[src/cds_pkg.sv]
// Shared constants, op codes and month-length helper for the calendar date stepper.
`default_nettype none

package cds_pkg;

    // Field widths fixed by the date format
    localparam int CDS_YEAR_WIDTH = 10;
    localparam int MONTH_W        = 4;
    localparam int DAY_W          = 5;
    localparam int OP_W           = 3;

    typedef logic [OP_W-1:0]    t_op;
    typedef logic [MONTH_W-1:0] t_month;
    typedef logic [DAY_W-1:0]   t_day;

    // Step operation codes
    localparam t_op OP_DAY_BACK   = 3'd0;
    localparam t_op OP_MONTH_BACK = 3'd1;
    localparam t_op OP_YEAR_BACK  = 3'd2;
    localparam t_op OP_DAY_FWD    = 3'd3;
    localparam t_op OP_MONTH_FWD  = 3'd4;
    localparam t_op OP_YEAR_FWD   = 3'd5;

    // Months with special lengths
    localparam t_month MONTH_JAN = 4'd0;
    localparam t_month MONTH_FEB = 4'd1;
    localparam t_month MONTH_APR = 4'd3;
    localparam t_month MONTH_JUN = 4'd5;
    localparam t_month MONTH_SEP = 4'd8;
    localparam t_month MONTH_NOV = 4'd10;
    localparam t_month MONTH_DEC = 4'd11;

    localparam t_day LEN_LEAP_FEB = 5'd29;
    localparam t_day LEN_FEB      = 5'd28;
    localparam t_day LEN_SHORT    = 5'd30;
    localparam t_day LEN_LONG     = 5'd31;

    // Days in a month; leap is set when the year count is a multiple of four.
    // Any month code above December counts as a long month.
    function automatic t_day month_len(input logic leap, input t_month month);
        t_day len;
        if (month == MONTH_FEB) begin
            len = leap ? LEN_LEAP_FEB : LEN_FEB;
        end else if (month == MONTH_APR || month == MONTH_JUN ||
                     month == MONTH_SEP || month == MONTH_NOV) begin
            len = LEN_SHORT;
        end else begin
            len = LEN_LONG;
        end
        return len;
    endfunction

endpackage

`default_nettype wire

[src/cds_step.sv]
// Combinational date step: applies one day, month or year move to a registered date.
`default_nettype none

module cds_step #(
    parameter int YEAR_WIDTH = cds_pkg::CDS_YEAR_WIDTH
) (
    input  wire cds_pkg::t_op    i_op,
    input  wire [YEAR_WIDTH-1:0] i_year,
    input  wire cds_pkg::t_month i_month,
    input  wire cds_pkg::t_day   i_day,
    output logic [YEAR_WIDTH-1:0] o_new_year,
    output cds_pkg::t_month       o_new_month,
    output cds_pkg::t_day         o_new_day,
    output logic                  o_year_wrapped
);
    import cds_pkg::*;

    localparam logic [YEAR_WIDTH-1:0] YEAR_MAX = {YEAR_WIDTH{1'b1}};

    logic [YEAR_WIDTH-1:0] w_year_dn;
    logic [YEAR_WIDTH-1:0] w_year_up;
    logic                  w_dn_wrap;
    logic                  w_up_wrap;
    t_month                w_month_dn;
    t_month                w_month_up;
    logic                  w_dn_year_chg;
    logic                  w_up_year_chg;
    logic [YEAR_WIDTH-1:0] w_prev_year;
    t_day                  w_prev_len;
    t_day                  w_cur_len;
    logic                  w_day_low;
    logic                  w_day_over;

    // Neighboring years with wrap detection
    assign w_dn_wrap = (i_year == '0);
    assign w_up_wrap = (i_year == YEAR_MAX);
    assign w_year_dn = w_dn_wrap ? YEAR_MAX : i_year - YEAR_WIDTH'(1);
    assign w_year_up = w_up_wrap ? '0 : i_year + YEAR_WIDTH'(1);

    // Neighboring months; forward from December or beyond rolls the year
    assign w_dn_year_chg = (i_month == MONTH_JAN);
    assign w_up_year_chg = (i_month >= MONTH_DEC);
    assign w_month_dn    = w_dn_year_chg ? MONTH_DEC : i_month - 4'd1;
    assign w_month_up    = w_up_year_chg ? MONTH_JAN : i_month + 4'd1;

    // Month lengths for the current and the previous month
    assign w_prev_year = w_dn_year_chg ? w_year_dn : i_year;
    assign w_prev_len  = month_len(w_prev_year[1:0] == 2'b00, w_month_dn);
    assign w_cur_len   = month_len(i_year[1:0] == 2'b00, i_month);

    // Day zero or one falls back into the previous month
    assign w_day_low  = (i_day[DAY_W-1:1] == '0);
    assign w_day_over = ({1'b0, i_day} + 6'd1) > {1'b0, w_cur_len};

    // Select the result for the requested op
    always_comb begin
        o_new_year     = i_year;
        o_new_month    = i_month;
        o_new_day      = i_day;
        o_year_wrapped = 1'b0;
        unique case (i_op)
            OP_DAY_BACK: begin
                if (w_day_low) begin
                    o_new_month = w_month_dn;
                    o_new_year  = w_prev_year;
                    o_new_day   = i_day[0] ? w_prev_len : w_prev_len - 5'd1;
                    o_year_wrapped = w_dn_year_chg & w_dn_wrap;
                end else begin
                    o_new_day = i_day - 5'd1;
                end
            end
            OP_MONTH_BACK: begin
                o_new_month = w_month_dn;
                if (w_dn_year_chg) begin
                    o_new_year     = w_year_dn;
                    o_year_wrapped = w_dn_wrap;
                end
            end
            OP_YEAR_BACK: begin
                o_new_year     = w_year_dn;
                o_year_wrapped = w_dn_wrap;
            end
            OP_DAY_FWD: begin
                if (w_day_over) begin
                    o_new_month = w_month_up;
                    o_new_day   = 5'd1;
                    if (w_up_year_chg) begin
                        o_new_year     = w_year_up;
                        o_year_wrapped = w_up_wrap;
                    end
                end else begin
                    o_new_day = i_day + 5'd1;
                end
            end
            OP_MONTH_FWD: begin
                o_new_month = w_month_up;
                if (w_up_year_chg) begin
                    o_new_year     = w_year_up;
                    o_year_wrapped = w_up_wrap;
                end
            end
            OP_YEAR_FWD: begin
                o_new_year     = w_year_up;
                o_year_wrapped = w_up_wrap;
            end
            default: begin
                o_year_wrapped = 1'b0;
            end
        endcase
    end

endmodule

`default_nettype wire

[src/calendar_date_stepper.sv]
// Top level: input register, date step logic and result register with handshakes.
//
//  channel   | valid    | ready    | payload
//  ----------+----------+----------+-----------------------------------------------
//  date in   | i_valid  | o_ready  | i_op, i_year, i_month, i_day
//  date out  | o_valid  | i_ready  | o_new_year, o_new_month, o_new_day, o_year_wrapped
//
// One beat in per cycle while the output is not stalled, one result beat out per input beat.
// Each date passes through the input register, then the result register.
// The step logic between the two registers is a few small adders and compares.
// Synchronous active-low reset empties both registers.
// A stall on the output backs up through the result and input registers.
`default_nettype none

module calendar_date_stepper #(
    parameter int YEAR_WIDTH = cds_pkg::CDS_YEAR_WIDTH
) (
    input  wire                   i_clk,
    input  wire                   i_rst_n,
    input  wire                   i_valid,
    output logic                  o_ready,
    input  wire cds_pkg::t_op     i_op,
    input  wire [YEAR_WIDTH-1:0]  i_year,
    input  wire cds_pkg::t_month  i_month,
    input  wire cds_pkg::t_day    i_day,
    output logic                  o_valid,
    input  wire                   i_ready,
    output logic [YEAR_WIDTH-1:0] o_new_year,
    output cds_pkg::t_month       o_new_month,
    output cds_pkg::t_day         o_new_day,
    output logic                  o_year_wrapped
);
    import cds_pkg::*;

    logic                  r_in_valid;
    logic                  n_in_valid;
    t_op                   r_op;
    logic [YEAR_WIDTH-1:0] r_year;
    t_month                r_month;
    t_day                  r_day;

    logic                  r_out_valid;
    logic                  n_out_valid;
    logic [YEAR_WIDTH-1:0] r_new_year;
    t_month                r_new_month;
    t_day                  r_new_day;
    logic                  r_year_wrapped;

    logic                  w_adv;
    logic                  w_in_take;
    logic [YEAR_WIDTH-1:0] w_new_year;
    t_month                w_new_month;
    t_day                  w_new_day;
    logic                  w_year_wrapped;

    // Advance the input stage when the result register is free or draining
    assign w_adv     = !r_out_valid || i_ready;
    assign o_ready   = !r_in_valid || w_adv;
    assign w_in_take = i_valid && o_ready;

    assign n_in_valid  = w_in_take ? 1'b1 : (w_adv ? 1'b0 : r_in_valid);
    assign n_out_valid = w_adv ? r_in_valid : r_out_valid;

    // Valid flags
    always_ff @(posedge i_clk) begin
        if (!i_rst_n) begin
            r_in_valid  <= 1'b0;
            r_out_valid <= 1'b0;
        end else begin
            r_in_valid  <= n_in_valid;
            r_out_valid <= n_out_valid;
        end
    end

    // Capture the incoming date beat
    always_ff @(posedge i_clk) begin
        if (w_in_take) begin
            r_op    <= i_op;
            r_year  <= i_year;
            r_month <= i_month;
            r_day   <= i_day;
        end
    end

    cds_step #(
        .YEAR_WIDTH (YEAR_WIDTH)
    ) u_step (
        .i_op           (r_op),
        .i_year         (r_year),
        .i_month        (r_month),
        .i_day          (r_day),
        .o_new_year     (w_new_year),
        .o_new_month    (w_new_month),
        .o_new_day      (w_new_day),
        .o_year_wrapped (w_year_wrapped)
    );

    // Hold the result until the output beat is taken
    always_ff @(posedge i_clk) begin
        if (w_adv && r_in_valid) begin
            r_new_year     <= w_new_year;
            r_new_month    <= w_new_month;
            r_new_day      <= w_new_day;
            r_year_wrapped <= w_year_wrapped;
        end
    end

    assign o_valid        = r_out_valid;
    assign o_new_year     = r_new_year;
    assign o_new_month    = r_new_month;
    assign o_new_day      = r_new_day;
    assign o_year_wrapped = r_year_wrapped;

    // Input only stalls when both stages are full and the output is blocked
    a_ready_low: assert property (@(posedge i_clk) disable iff (!i_rst_n)
        !o_ready |-> (r_in_valid && r_out_valid && !i_ready))
        else $error("input stalled without a full pipeline");

    // An accepted beat lands in the input stage
    a_in_load: assert property (@(posedge i_clk) disable iff (!i_rst_n)
        w_in_take |=> r_in_valid)
        else $error("accepted beat lost at input stage");

    // A moving input stage fills the result register
    a_out_load: assert property (@(posedge i_clk) disable iff (!i_rst_n)
        (r_in_valid && w_adv) |=> r_out_valid)
        else $error("result register missed a beat");

    // A wrap flag only comes with a year at either end of its range
    a_wrap_ends: assert property (@(posedge i_clk) disable iff (!i_rst_n)
        (o_valid && o_year_wrapped) |->
            (o_new_year == '0 || o_new_year == {YEAR_WIDTH{1'b1}}))
        else $error("wrap flag with an inner year");

endmodule

`default_nettype wire
[config.mk]
export PLATFORM = sky130hd
export DESIGN_NAME = calendar_date_stepper
export DESIGN_NICKNAME = d
export VERILOG_FILES = /design/src/cds_pkg.sv /design/src/cds_step.sv /design/src/calendar_date_stepper.sv
export SDC_FILE = /design/constraint.sdc
export NUM_CORES = 1
export LEC_CHECK = 0
export BUFFER_PORTS_ARGS = -buffer_cell sky130_fd_sc_hd__buf_2
export CORE_UTILIZATION = 55
export DETAILED_ROUTE_END_ITERATION = 8
export PLACE_DENSITY = 0.78
export SETUP_SLACK_MARGIN = 0.15
export SLEW_MARGIN = 20
export SYNTH_ARGS = -nofsm -noshare
export SYNTH_HDL_FRONTEND = slang
export SYNTH_SLANG_ARGS = --single-unit
export TNS_END_PERCENT = 30
[constraint.sdc]
create_clock -name i_clk -period 7.84 [get_ports i_clk]
set_input_delay 0.784 -clock i_clk [delete_from_list [all_inputs] [get_ports i_clk]]
set_output_delay 0.784 -clock i_clk [all_outputs]
set_load 0.1 [all_outputs]
# After elaboration in Yosys (flattened, before gate mapping)

Index checks and enable logic that the tools add are counted.

Add/sub/neg operators: 8
$lt $le $gt $ge: 2
Equal/unequal tests: 16
Multiplexer cells: 29
Bitwise operators: 1
Reduce and logical (&&, ||, !) cells: 19

Operators by type and width:

| operator                                           | number |
|---|---|
| two-way mux 10 bit                                 | 6 |
| one-hot mux 10 bit (6 select lines)                | 1 |
| two-way mux 5 bit                                  | 5 |
| == test 4 bit, second input constant               | 4 |
| two-way mux 4 bit                                  | 4 |
| one-hot mux 4 bit (4 select lines)                 | 1 |
| adder 10 x 1 -> 10 bit, second input constant      | 1 |
| == test 10 bit, second input constant              | 1 |
| logical NOT 10 bit                                 | 1 |
| two-way mux 1 bit                                  | 10 |
| one-hot mux 5 bit (2 select lines)                 | 1 |
| subtractor 10 x 1 -> 10 bit, second input constant | 1 |
| subtractor 5 x 1 -> 5 bit, second input constant   | 2 |
| == test 4 x 1 -> 1 bit, second input constant      | 2 |
| == test 4 x 2 -> 1 bit, second input constant      | 2 |
| == test 4 x 3 -> 1 bit, second input constant      | 2 |
| logical NOT 4 bit                                  | 2 |
| logical OR 1 bit                                   | 8 |
| adder 5 x 1 -> 6 bit, second input constant        | 1 |
| == test 3 x 2 -> 1 bit, second input constant      | 2 |
| == test 3 bit, second input constant               | 2 |
| greater-than comparator 6 x 5 -> 1 bit             | 1 |
| one-hot mux 1 bit (6 select lines)                 | 1 |
| adder 5 x 1 -> 5 bit, second input constant        | 1 |
| other kinds (10)                                   | 13 |

Flip-flop bits (word level): 44
Input bits: 26
Output and inout bits: 22
Word-level logic and storage cells: 85

# Logic depth before layout (Yosys ltp)

Gate-level depths: netlist of run 1.

Word-level depth: 12
Gate-level depth with buffers: 12
Mapped depth without buffers: 12

# Hierarchy

Synthesis of run 1 repeated with hierarchy kept, for this count alone.

Cell total of the unflattened synthesis: 314
Area total of the unflattened synthesis: 3,093.0 um2

By module, submodules not included:

| module                | times used | cells an instance | area each (um2) |
|---|---|---|---|
| cds_step              | 1          | 263               | 1,727.9 |
| calendar_date_stepper | 1          | 51                | 1,365.1 |

# Least setup slack after synthesis of run 1

Ideal clock, no wire load.

Kind: register to register
Start point: reg r_month[0]
End point: reg r_new_month[1] (netlist: o_new_month[1]) (data pin)
Library setup time: 0.261 ns
Data arrival time: 2.753 ns
Required time: 7.579 ns
Path slack: 4.827 ns
Cell stages (with the launch flop): 12
Buffers on the path: 0
Period minus slack after synthesis: 3.013 ns
Cell sequence: edfxtp_1 -> inv_1 -> ha_1 -> nor3_1 -> o32a_1 -> ha_1 -> nand2_1 -> nand3_1 -> o31ai_1 -> nand2_1 -> a221o_1 -> a221o_1

Longest elaborated chain between the ends: 9

Ends and longest elaborated chain:

| item                                                             | RTL line                     | text |
|---|---|---|
| start, declared                                                  | calendar_date_stepper.sv:39  | `t_month r_month;` |
| start signal, assigned                                           | calendar_date_stepper.sv:80  | `r_month <= i_month;` |
| == test 4 x 2 -> 1 bit or == test 4 x 3 -> 1 bit (tied branches) | cds_pkg.sv:44                | `end else if (month == MONTH_APR \|\| month == MONTH_JUN \|\|` |
| logical OR 1 bit (2 in a row)                                    | cds_pkg.sv:44                |  |
| logical OR 1 bit                                                 | cds_pkg.sv:45                | `month == MONTH_SEP \|\| month == MONTH_NOV) begin` |
| two-way mux 1 bit                                                | cds_pkg.sv:44                |  |
| two-way mux 5 bit                                                | cds_pkg.sv:42                | `if (month == MONTH_FEB) begin` |
| greater-than comparator 6 x 5 -> 1 bit                           | cds_step.sv:53               | `assign w_day_over = ({1'b0, i_day} + 6'd1) > {1'b0, w_cur_len};` |
| two-way mux 4 bit                                                | cds_step.sv:84               | `if (w_day_over) begin` |
| one-hot mux 4 bit (4 select lines) (*)                           | cds_step.sv:61               | `unique case (i_op)` |
| named net u_step.o_new_month[1]                                  | cds_step.sv:12               | `output cds_pkg::t_month o_new_month,` |
| end signal, assigned                                             | calendar_date_stepper.sv:102 | `r_new_month <= w_new_month;` |
| end, declared                                                    | calendar_date_stepper.sv:45  | `t_month r_new_month;` |

Mark *: on every way through the listed nets, which the timed path passes. The rest lies on a longest branch.
A chain may end at the register's enable or synchronous reset.

# Final worst setup path of run 1

Start point: reg r_month[0]
End point: reg r_new_year[8] (netlist: o_new_year[8]) (data pin)

Longest elaborated chain between the ends: 9

Ends and longest elaborated chain:

| item                                                             | RTL line                     | text |
|---|---|---|
| == test 4 x 2 -> 1 bit or == test 4 x 3 -> 1 bit (tied branches) | cds_pkg.sv:44                |  |
| logical OR 1 bit (2 in a row)                                    | cds_pkg.sv:44                |  |
| logical OR 1 bit                                                 | cds_pkg.sv:45                |  |
| two-way mux 1 bit                                                | cds_pkg.sv:44                |  |
| two-way mux 5 bit                                                | cds_pkg.sv:42                |  |
| greater-than comparator 6 x 5 -> 1 bit                           | cds_step.sv:53               |  |
| two-way mux 10 bit                                               | cds_step.sv:84               |  |
| one-hot mux 10 bit (6 select lines) (*)                          | cds_step.sv:61               |  |
| named net u_step.o_new_year[8]                                   | cds_step.sv:11               | `output logic [YEAR_WIDTH-1:0] o_new_year,` |
| end signal, assigned                                             | calendar_date_stepper.sv:101 | `r_new_year <= w_new_year;` |
| end, declared                                                    | calendar_date_stepper.sv:44  | `logic [YEAR_WIDTH-1:0] r_new_year;` |

Marks and branches as above.

==> reports/qor.csv, run 1 <==
stage,metric,value,unit
run_status,outcome,finished clean,
drt,DRC,0,
timing,Fin Setup TNS,0,ns
setup_path,R2R Path End,o_new_year[8],
floorplanning,die width,77.6,µm
drt,routed via count,2936,
timing,Fin. Hold Viols,0,
timing,fin crit share,43.2,%
clock_network,Post-CTS Setup Bufs,0,
global_routing,first-pass GRT wire length,12900,µm
logic_synthesis,"EDFF count, synth",42,
floorplanning,Initial Util,57.1,%
layout,Util after Layout,63.3,%
global_routing,vias in the first global route,2680,
setup_path,slowest CP cell,o31ai_1,
floorplanning,DIE HEIGHT,77.6,µm
logic_synthesis,Most used DFF post-synth,edfxtp_1,
clock_network,"Reg clk slew, reported paths",0.09,ns
logic_synthesis,Unique masters post-synth,59,
setup_path,startpoint types,flop,
pwr,Power Density,175,nW/µm²
timing,RSZ-0062 raised after global routing,false,
floorplanning,# rows,27,
setup_path,"setup slack, reg-to-reg",4.45,ns
hold_path,Hold WC Path Type,flop to flop,
global_routing,initial antenna violation count,0,
logic_synthesis,Async SR Flop Fraction,0,%
setup_path,Critical Path AT,3.54,ns
drt,final wirelength,7830,µm
timing,Worst-Margin Slew,1.10,ns
placed_design,Post-Place Setup Slack,4.51,ns
placed_design,DP Cell Count,436,
timing,worst hold margin,0.556,ns
hold_path,min-delay src,r_in_valid,
drt,Final ANT Viol Nets,0,
logic_synthesis,Syn. warnings,0,
logic_synthesis,largest cells by area after synthesis,"edfxtp_1, ha_1, o21ai_0, nand2_1, a21oi_1",
setup_path,Crit. End Element,flop,
floorplanning,IO Count,48,
timing,final setup violating endpoints,0,
logic_synthesis,synth cell count leaders,"edfxtp_1, nand2_1, o21ai_0",
clock_network,Max clock buf depth,2,
placed_design,RePlAce Congestion,0.940,
layout,Layout area overhead,10.8,%
logic_synthesis,Syn Std Cell Area,3150,µm²
layout,Post-Layout Cell Count,444,
pwr,"Power, Total",0.611,mW
clock_network,total clock sinks,44,
global_routing,GRT overflow,0,
layout,Nets,411,
timing,max-slew violations,0,
run,Max Cap Viol,0,
clock_network,CTS Root Cell,clkbuf_8,
setup_path,Crit Path Class,flop to flop,
setup_path,crit-path cells,"inv_1, ha_1, nor3_1, o32a_1, ha_1, nand2_1, nand3_1, o31a_1, o31ai_1, a21oi_1, a31oi_1",
logic_synthesis,"flops & latches, synth",44,
drt,Wirelength per Cell,17.6,µm
setup_path,Worst Path Required,7.99,ns
layout,Fillers,464,
clock_network,CTS Buf Count,5,
clock_network,CTS tree,done,
timing,fmax,295,MHz
logic_synthesis,"Net Count, Synth",380,
logic_synthesis,"Seq/Total Area, Yosys",41.4,%
placed_design,I/O Buffers,47,
timing,min Tclk post-route,3.39,ns
logic_synthesis,largest area contributor in the netlist,edfxtp_1,
logic_synthesis,Yosys top cell area share,40.1,%
logic_synthesis,Synth Area per Inst,9.26,µm²
clock_network,Resized Gates After CTS,0,
timing,setup ws final,4.45,ns
layout,post-route design area,3490,µm²
pwr,Worst VDD drop,0.123,mV
clock_network,"Hold-fix buffers, CTS",0,
clock_network,worst skew pair latency,0.30,ns
floorplanning,die area,6030,µm²
pwr,Pleak,1.36,nW
placed_design,DP HPWL,5430,µm
setup_path,slowest cell delay on critical path,0.68,ns
drt,post-DR vias/cell,6.61,
layout,share of cells above drive strength 1,17.2,%
logic_synthesis,most common cell in the netlist,edfxtp_1,
setup_path,R2R Path Start,r_month[0],
setup_path,CP max FO,9,
setup_path,Crit path top cell by count,ha_1,
layout,antenna cells,0,
setup_path,worst r2r path cells,11,
timing,Max transition margin,26.3,%
timing,Worst Skew,0.00723,ns
logic_synthesis,post-synthesis instance total,340,
hold_path,Hold Crit Depth,1,
drt,Iter 0 DRT Violations,241,
global_routing,Total GRT Usage,27.3,%
hold_path,worst hold endpoint,o_valid,
drt,Initial DRT Pass Iterations,5,
clock_network,H-tree Lvls,2,
placed_design,placed cell area,3380,µm²
floorplanning,core area,5510,µm²
global_routing,largest net degree at the start of global routing,23,
==> logic make-up (layout without fill, tap and decap cells) <==
| family | Yosys count | after routing | share of synthesized area (%) |
|---|---|---|---|
| buffers and inverters | 38 | 70 | 4.85 |
| xor gates and xnor gates | 6 | 6 | 1.67 |
| adders and majority gates | 14 | 14 | 5.57 |
| muxes | 5 | 5 | 1.59 |
| AOI/OAI and AO/OA | 112 | 112 | 24.9 |
| DFF | 44 | 44 | 41.4 |
| and+or+nand+nor | 121 | 121 | 20.1 |
==> worst max path at each step <==
stage	from	to	cells after the start
CTS	r_month[0]	o_new_month[1]	11
detailed placement	r_month[0]	o_new_month[1]	11
finish	r_month[0]	o_new_year[8]	11
global placement	r_month[0]	o_new_month[1]	11
floorplan	r_month[0]	o_new_month[1]	11
global route	r_month[0]	o_new_year[7]	11
==> power by group <==
part | switching (mW) | internal, mW
clock | 0.0806 | 0.0947
sequential | 0.0213 | 0.275
combinational | 0.0975 | 0.0419
==> metal layers <==
metal  wire [µm]  GRT usage (%)
met5           0              0
met4         272           14.3
met3         492           5.06
met2        3860           46.9
met1        3210           32.2
==> sequential cells by signal, indices dropped and copies added (netlist names) <==
signal and count:
o_new_day 5, o_new_month 4, o_new_year 10, o_valid 1, o_year_wrapped 1, r_day 5
r_in_valid 1, r_month 4, r_op 3, r_year 10
==> placed cells by master (no fill, tap or decap), types with 6 or more instances in the layout <==
| cell | synthesis | routed |
|---|---|---|
| o21ai_0 | 24 | 24 |
| nand2_1 | 29 | 29 |
| edfxtp_1 | 42 | 42 |
| a221o_1 | 6 | 6 |
| o21a_1 | 6 | 6 |
| o211ai_1 | 6 | 6 |
| inv_1 | 15 | 15 |
| a21oi_1 | 19 | 19 |
| buf_2 | 2 | 47 |
| o22ai_1 | 6 | 6 |
| nand3_1 | 12 | 12 |
| ha_1 | 14 | 14 |
| nor2b_1 | 10 | 9 |
| nor3_1 | 12 | 12 |
| nor2_1 | 23 | 23 |
==> critical path: cells and delay by family, from the launching register on <==
kind | cells | cell delay (ns)
compound gates | 5 | 1.73
fa+ha+maj | 2 | 0.55
flops | 1 | 0.53
simple gates | 3 | 0.26
buf+inv | 1 | 0.18
==> layout make-up <==
cell class              count  area [µm²]  area share (%)
clock buffers               6        72.6            2.08
clock inverters             2        35.0            1.01
inverters                  15        56.3            1.62
multi-input cells         258        1700            48.6
flip-flops and latches     44        1300            37.3
well taps                  72        90.1            2.58
repair buffers             47         235            6.75
Note: power is estimated with default switching activity, not from simulation.
==> run 2: changes to the inputs <==
--- a/config.mk
+++ b/config.mk
@@ -5,10 +5,11 @@
 export SDC_FILE = /design/constraint.sdc
 export NUM_CORES = 1
 export LEC_CHECK = 0
+export ABC_AREA = 1
 export BUFFER_PORTS_ARGS = -buffer_cell sky130_fd_sc_hd__buf_2
 export CORE_UTILIZATION = 55
 export DETAILED_ROUTE_END_ITERATION = 8
-export PLACE_DENSITY = 0.78
+export PLACE_DENSITY = 0.77
 export SETUP_SLACK_MARGIN = 0.15
 export SLEW_MARGIN = 20
 export SYNTH_ARGS = -nofsm -noshare
==> constraint.sdc (replaced) <==
create_clock -name i_clk -period 3.3 [get_ports i_clk]
set_input_delay 0.33 -clock i_clk [delete_from_list [all_inputs] [get_ports i_clk]]
set_output_delay 0.33 -clock i_clk [all_outputs]
set_load 0.1 [all_outputs]
==> run 2 against run 1 <==
Net effect:
- sequential power rose by 130%
- setup slack got worse by 4.0 ns
- critical path depth rose by 4
- largest cell class unchanged
- largest power group unchanged
==> reports/qor.csv, run 2 <==
stage,metric,value,unit,change
logic_synthesis,Unique masters post-synth,42,,was 59
logic_synthesis,"Seq/Total Area, Yosys",36.5,%,was 41.4%
hold_path,Hold WC Path Type,primary input to flop,,was flop to flop
floorplanning,Initial Util,58.5,%,was 57.1%
timing,fin crit share,86.0,%,was 43.2%
timing,Max transition margin,45.2,%,was 26.3%
floorplanning,core area,6100,µm²,was 5510 µm²
drt,Initial DRT Pass Iterations,5,,unchanged
drt,Wirelength per Cell,14.8,µm,was 17.6 µm
pwr,Pleak,1.78,nW,was 1.36 nW
clock_network,Max clock buf depth,2,,unchanged
global_routing,GRT overflow,0,,unchanged
run,Max Cap Viol,0,,unchanged
logic_synthesis,Synth Area per Inst,7.65,µm²,was 9.26 µm²
timing,max-slew violations,0,,unchanged
logic_synthesis,post-synthesis instance total,466,,was 340
clock_network,CTS tree,done,,unchanged
pwr,Sw Share,36.5,%,was 32.6%
pwr,Power Density,369,nW/µm²,was 175 nW/µm²
layout,Fillers,551,,was 464
timing,fmax,352,MHz,was 295 MHz
global_routing,first-pass GRT wire length,13800,µm,"was 12,900 µm"
layout,post-route design area,3910,µm²,was 3490 µm²
timing,Fin Setup TNS,0,ns,unchanged
drt,Final ANT Viol Nets,0,,unchanged
timing,Worst-Margin Slew,0.822,ns,was 1.10 ns
clock_network,"Reg clk slew, reported paths",0.09,ns,about the same
setup_path,crit-path cells,"ha_1, nor2_1, nor2_1, o21ai_0, nand3_1, o21ai_0, ha_1, nand2_1, nand3_1, nor2_2, nand3_4, nand3_4, nand2_1, o21ai_0, nand3_1",,"was inv_1, ha_1, nor3_1, o32a_1, ha_1, nand2_1, nand3_1, o31a_1, o31ai_1, a21oi_1, a31oi_1"
logic_synthesis,largest cells by area after synthesis,"edfxtp_1, nand2_1, nand3_1, inv_1, ha_1",,"was edfxtp_1, ha_1, o21ai_0, nand2_1, a21oi_1"
global_routing,Total GRT Usage,27.3,%,about the same
timing,Fin. Hold Viols,0,,unchanged
floorplanning,die area,6810,µm²,was 6030 µm²
layout,Nets,552,,was 411
logic_synthesis,most common cell in the netlist,nand2_1,,was edfxtp_1
setup_path,Worst Path Required,3.34,ns,was 7.99 ns
drt,DRC,0,,unchanged
placed_design,RePlAce Congestion,0.905,,was 0.940
global_routing,initial antenna violation count,0,,unchanged
logic_synthesis,"EDFF count, synth",42,,unchanged
setup_path,Crit. End Element,flop,,unchanged
setup_path,Critical Path AT,2.88,ns,was 3.54 ns
layout,share of cells above drive strength 1,20.5,%,was 17.2%
pwr,Worst VDD drop,0.233,mV,was 0.123 mV
logic_synthesis,"flops & latches, synth",44,,unchanged
setup_path,slowest cell delay on critical path,0.50,ns,was 0.68 ns
pwr,Internal,0.915,mW,was 0.412 mW
placed_design,I/O Buffers,47,,unchanged
global_routing,vias in the first global route,2813,,"was 2,680"
timing,RSZ-0062 raised after global routing,false,,unchanged
logic_synthesis,synth cell count leaders,"nand2_1, nand3_1, inv_1",,"was edfxtp_1, nand2_1, o21ai_0"
pwr,Seq pwr share,48.0,%,was 48.5%
floorplanning,# rows,28,,was 27
logic_synthesis,largest area contributor in the netlist,edfxtp_1,,unchanged
clock_network,total clock sinks,44,,unchanged
clock_network,CTS Buf Count,5,,unchanged
layout,Layout area overhead,9.51,%,was 10.8%
logic_synthesis,Syn. warnings,0,,unchanged
drt,routed via count,3345,,"was 2,936"
placed_design,placed cell area,3820,µm²,was 3380 µm²
layout,most frequent cells in the layout,"nand2_1, nand3_1, inv_1, buf_2, edfxtp_1",,"was buf_2, edfxtp_1, nand2_1"
floorplanning,DIE HEIGHT,82.5,µm,was 77.6 µm
clock_network,H-tree Lvls,2,,unchanged
clock_network,Resized Gates After CTS,0,,unchanged
pwr,Clk pwr share,23.1,%,was 28.7%
setup_path,CP max FO,8,,was 9
logic_synthesis,"Net Count, Synth",506,,was 380
run_status,outcome,finished clean,,unchanged
setup_path,Crit Path Class,flop to flop,,unchanged
pwr,Gate power share,29.0,%,was 22.8%
timing,Worst Skew,0.0164,ns,was 0.00723 ns
global_routing,largest net degree at the start of global routing,23,,unchanged
drt,Iter 0 DRT Violations,399,,was 241
clock_network,"Hold-fix buffers, CTS",0,,unchanged
drt,post-DR vias/cell,5.69,,was 6.61
clock_network,worst skew pair latency,0.30,ns,about the same
logic_synthesis,Most used DFF post-synth,edfxtp_1,,unchanged
drt,final wirelength,8720,µm,was 7830 µm
clock_network,Post-CTS Setup Bufs,0,,unchanged
pwr,P_sw,0.525,mW,was 0.199 mW
setup_path,slowest CP cell,edfxtp_1,,was o31ai_1
layout,antenna cells,0,,unchanged
setup_path,startpoint types,flop,,unchanged
floorplanning,die width,82.5,µm,was 77.6 µm
logic_synthesis,Syn Std Cell Area,3570,µm²,was 3150 µm²
timing,min Tclk post-route,2.84,ns,was 3.39 ns
logic_synthesis,Yosys top cell area share,35.4,%,was 40.1%
floorplanning,IO Count,48,,unchanged
logic_synthesis,Async SR Flop Fraction,0,%,unchanged
timing,final setup violating endpoints,0,,unchanged
placed_design,DP HPWL,6750,µm,was 5430 µm
layout,"most common cell after layout, fill and taps aside",nand2_1,,was buf_2
clock_network,CTS Root Cell,clkbuf_8,,unchanged
==> run 2: cell types whose count changed after synthesis, sizes merged, moves of 9 or more <==
cell / change
nand2: +112
clkbuf: -18
inv: +42
nor2: +25
nand3: +47
nor2b: -10
a21oi: -9
==> run 2: cell families after synthesis <==
family,count (synthesis),share of synthesized area (%)
compound gates,60,9.72
flops,44,36.5
simple gates,270,37.3
xor+xnor,9,2.21
fa+ha+maj,14,4.91
buf+inv,69,9.37
==> run 2: cell type report <==
| class | count | area, µm² | share of cell area (%) |
|---|---|---|---|
| Multi-Input combinational cell | 353 | 1940 | 49.7 |
| Sequential cell | 44 | 1300 | 33.3 |
| Timing Repair Buffer | 49 | 250 | 6.41 |
| Inverter | 59 | 236 | 6.06 |
| Tap cell | 75 | 93.8 | 2.40 |
| Clock buffer | 7 | 76.3 | 1.95 |
| Clock inverter | 1 | 5.00 | 0.128 |
==> run 2: final timing paths <==
check / start / end / slack, ns / cells past startpoint
hold / removal: i_day[1] / r_day[1] / 0.20 / 1
setup / recovery: r_month[0] / o_new_month[3] / 0.46 / 15
hold reg to reg: r_in_valid / o_valid / 0.53 / 2
setup reg to reg: r_month[0] / o_new_month[3] / 0.46 / 15
==> run 2: worst max-delay path: cells and delay by family, from the launching register on <==
kind	cells	cell delay (ns)
compound gates	3	0.39
fa+ha+maj	2	0.53
flops	1	0.50
simple gates	10	1.15
==> run 2: power groups by stage <==
stage,clock (mW),sequential [mW],combinational [mW]
2_1_floorplan,0,0.805,0.226
3_3_place_gp,0,0.701,0.405
3_5_place_dp,0,0.703,0.410
4_1_cts,0.336,0.690,0.411
5_1_grt,0.354,0.696,0.452
6_report,0.333,0.691,0.417
==> run 2: through the flow <==
stage | worst slack, ns | cells | hold slack, ns | util (%) | power [mW]
after global routing | 0.281 | 588 | 0.187 | 64.1 | 1.50
after floorplan | 0.319 | 466 | 0.429 | - | 1.03
after global placement | 0.570 | 580 | 0.484 | 62.6 | 1.11
final | 0.462 | 588 | 0.197 | 64.1 | 1.44
after CTS | 0.488 | 588 | 0.198 | 63.9 | 1.44
after detailed placement | 0.503 | 580 | 0.485 | 62.6 | 1.11
==> run 2: per-layer routing <==
layer	up-vias	share of wire [%]	global-route usage, %
met2	166	44	41.7
met3	11	8.6	4.07
met1	1514	46	39.9
li1	1654	-	-
met5	-	0	0
met4	0	1.2	7.59
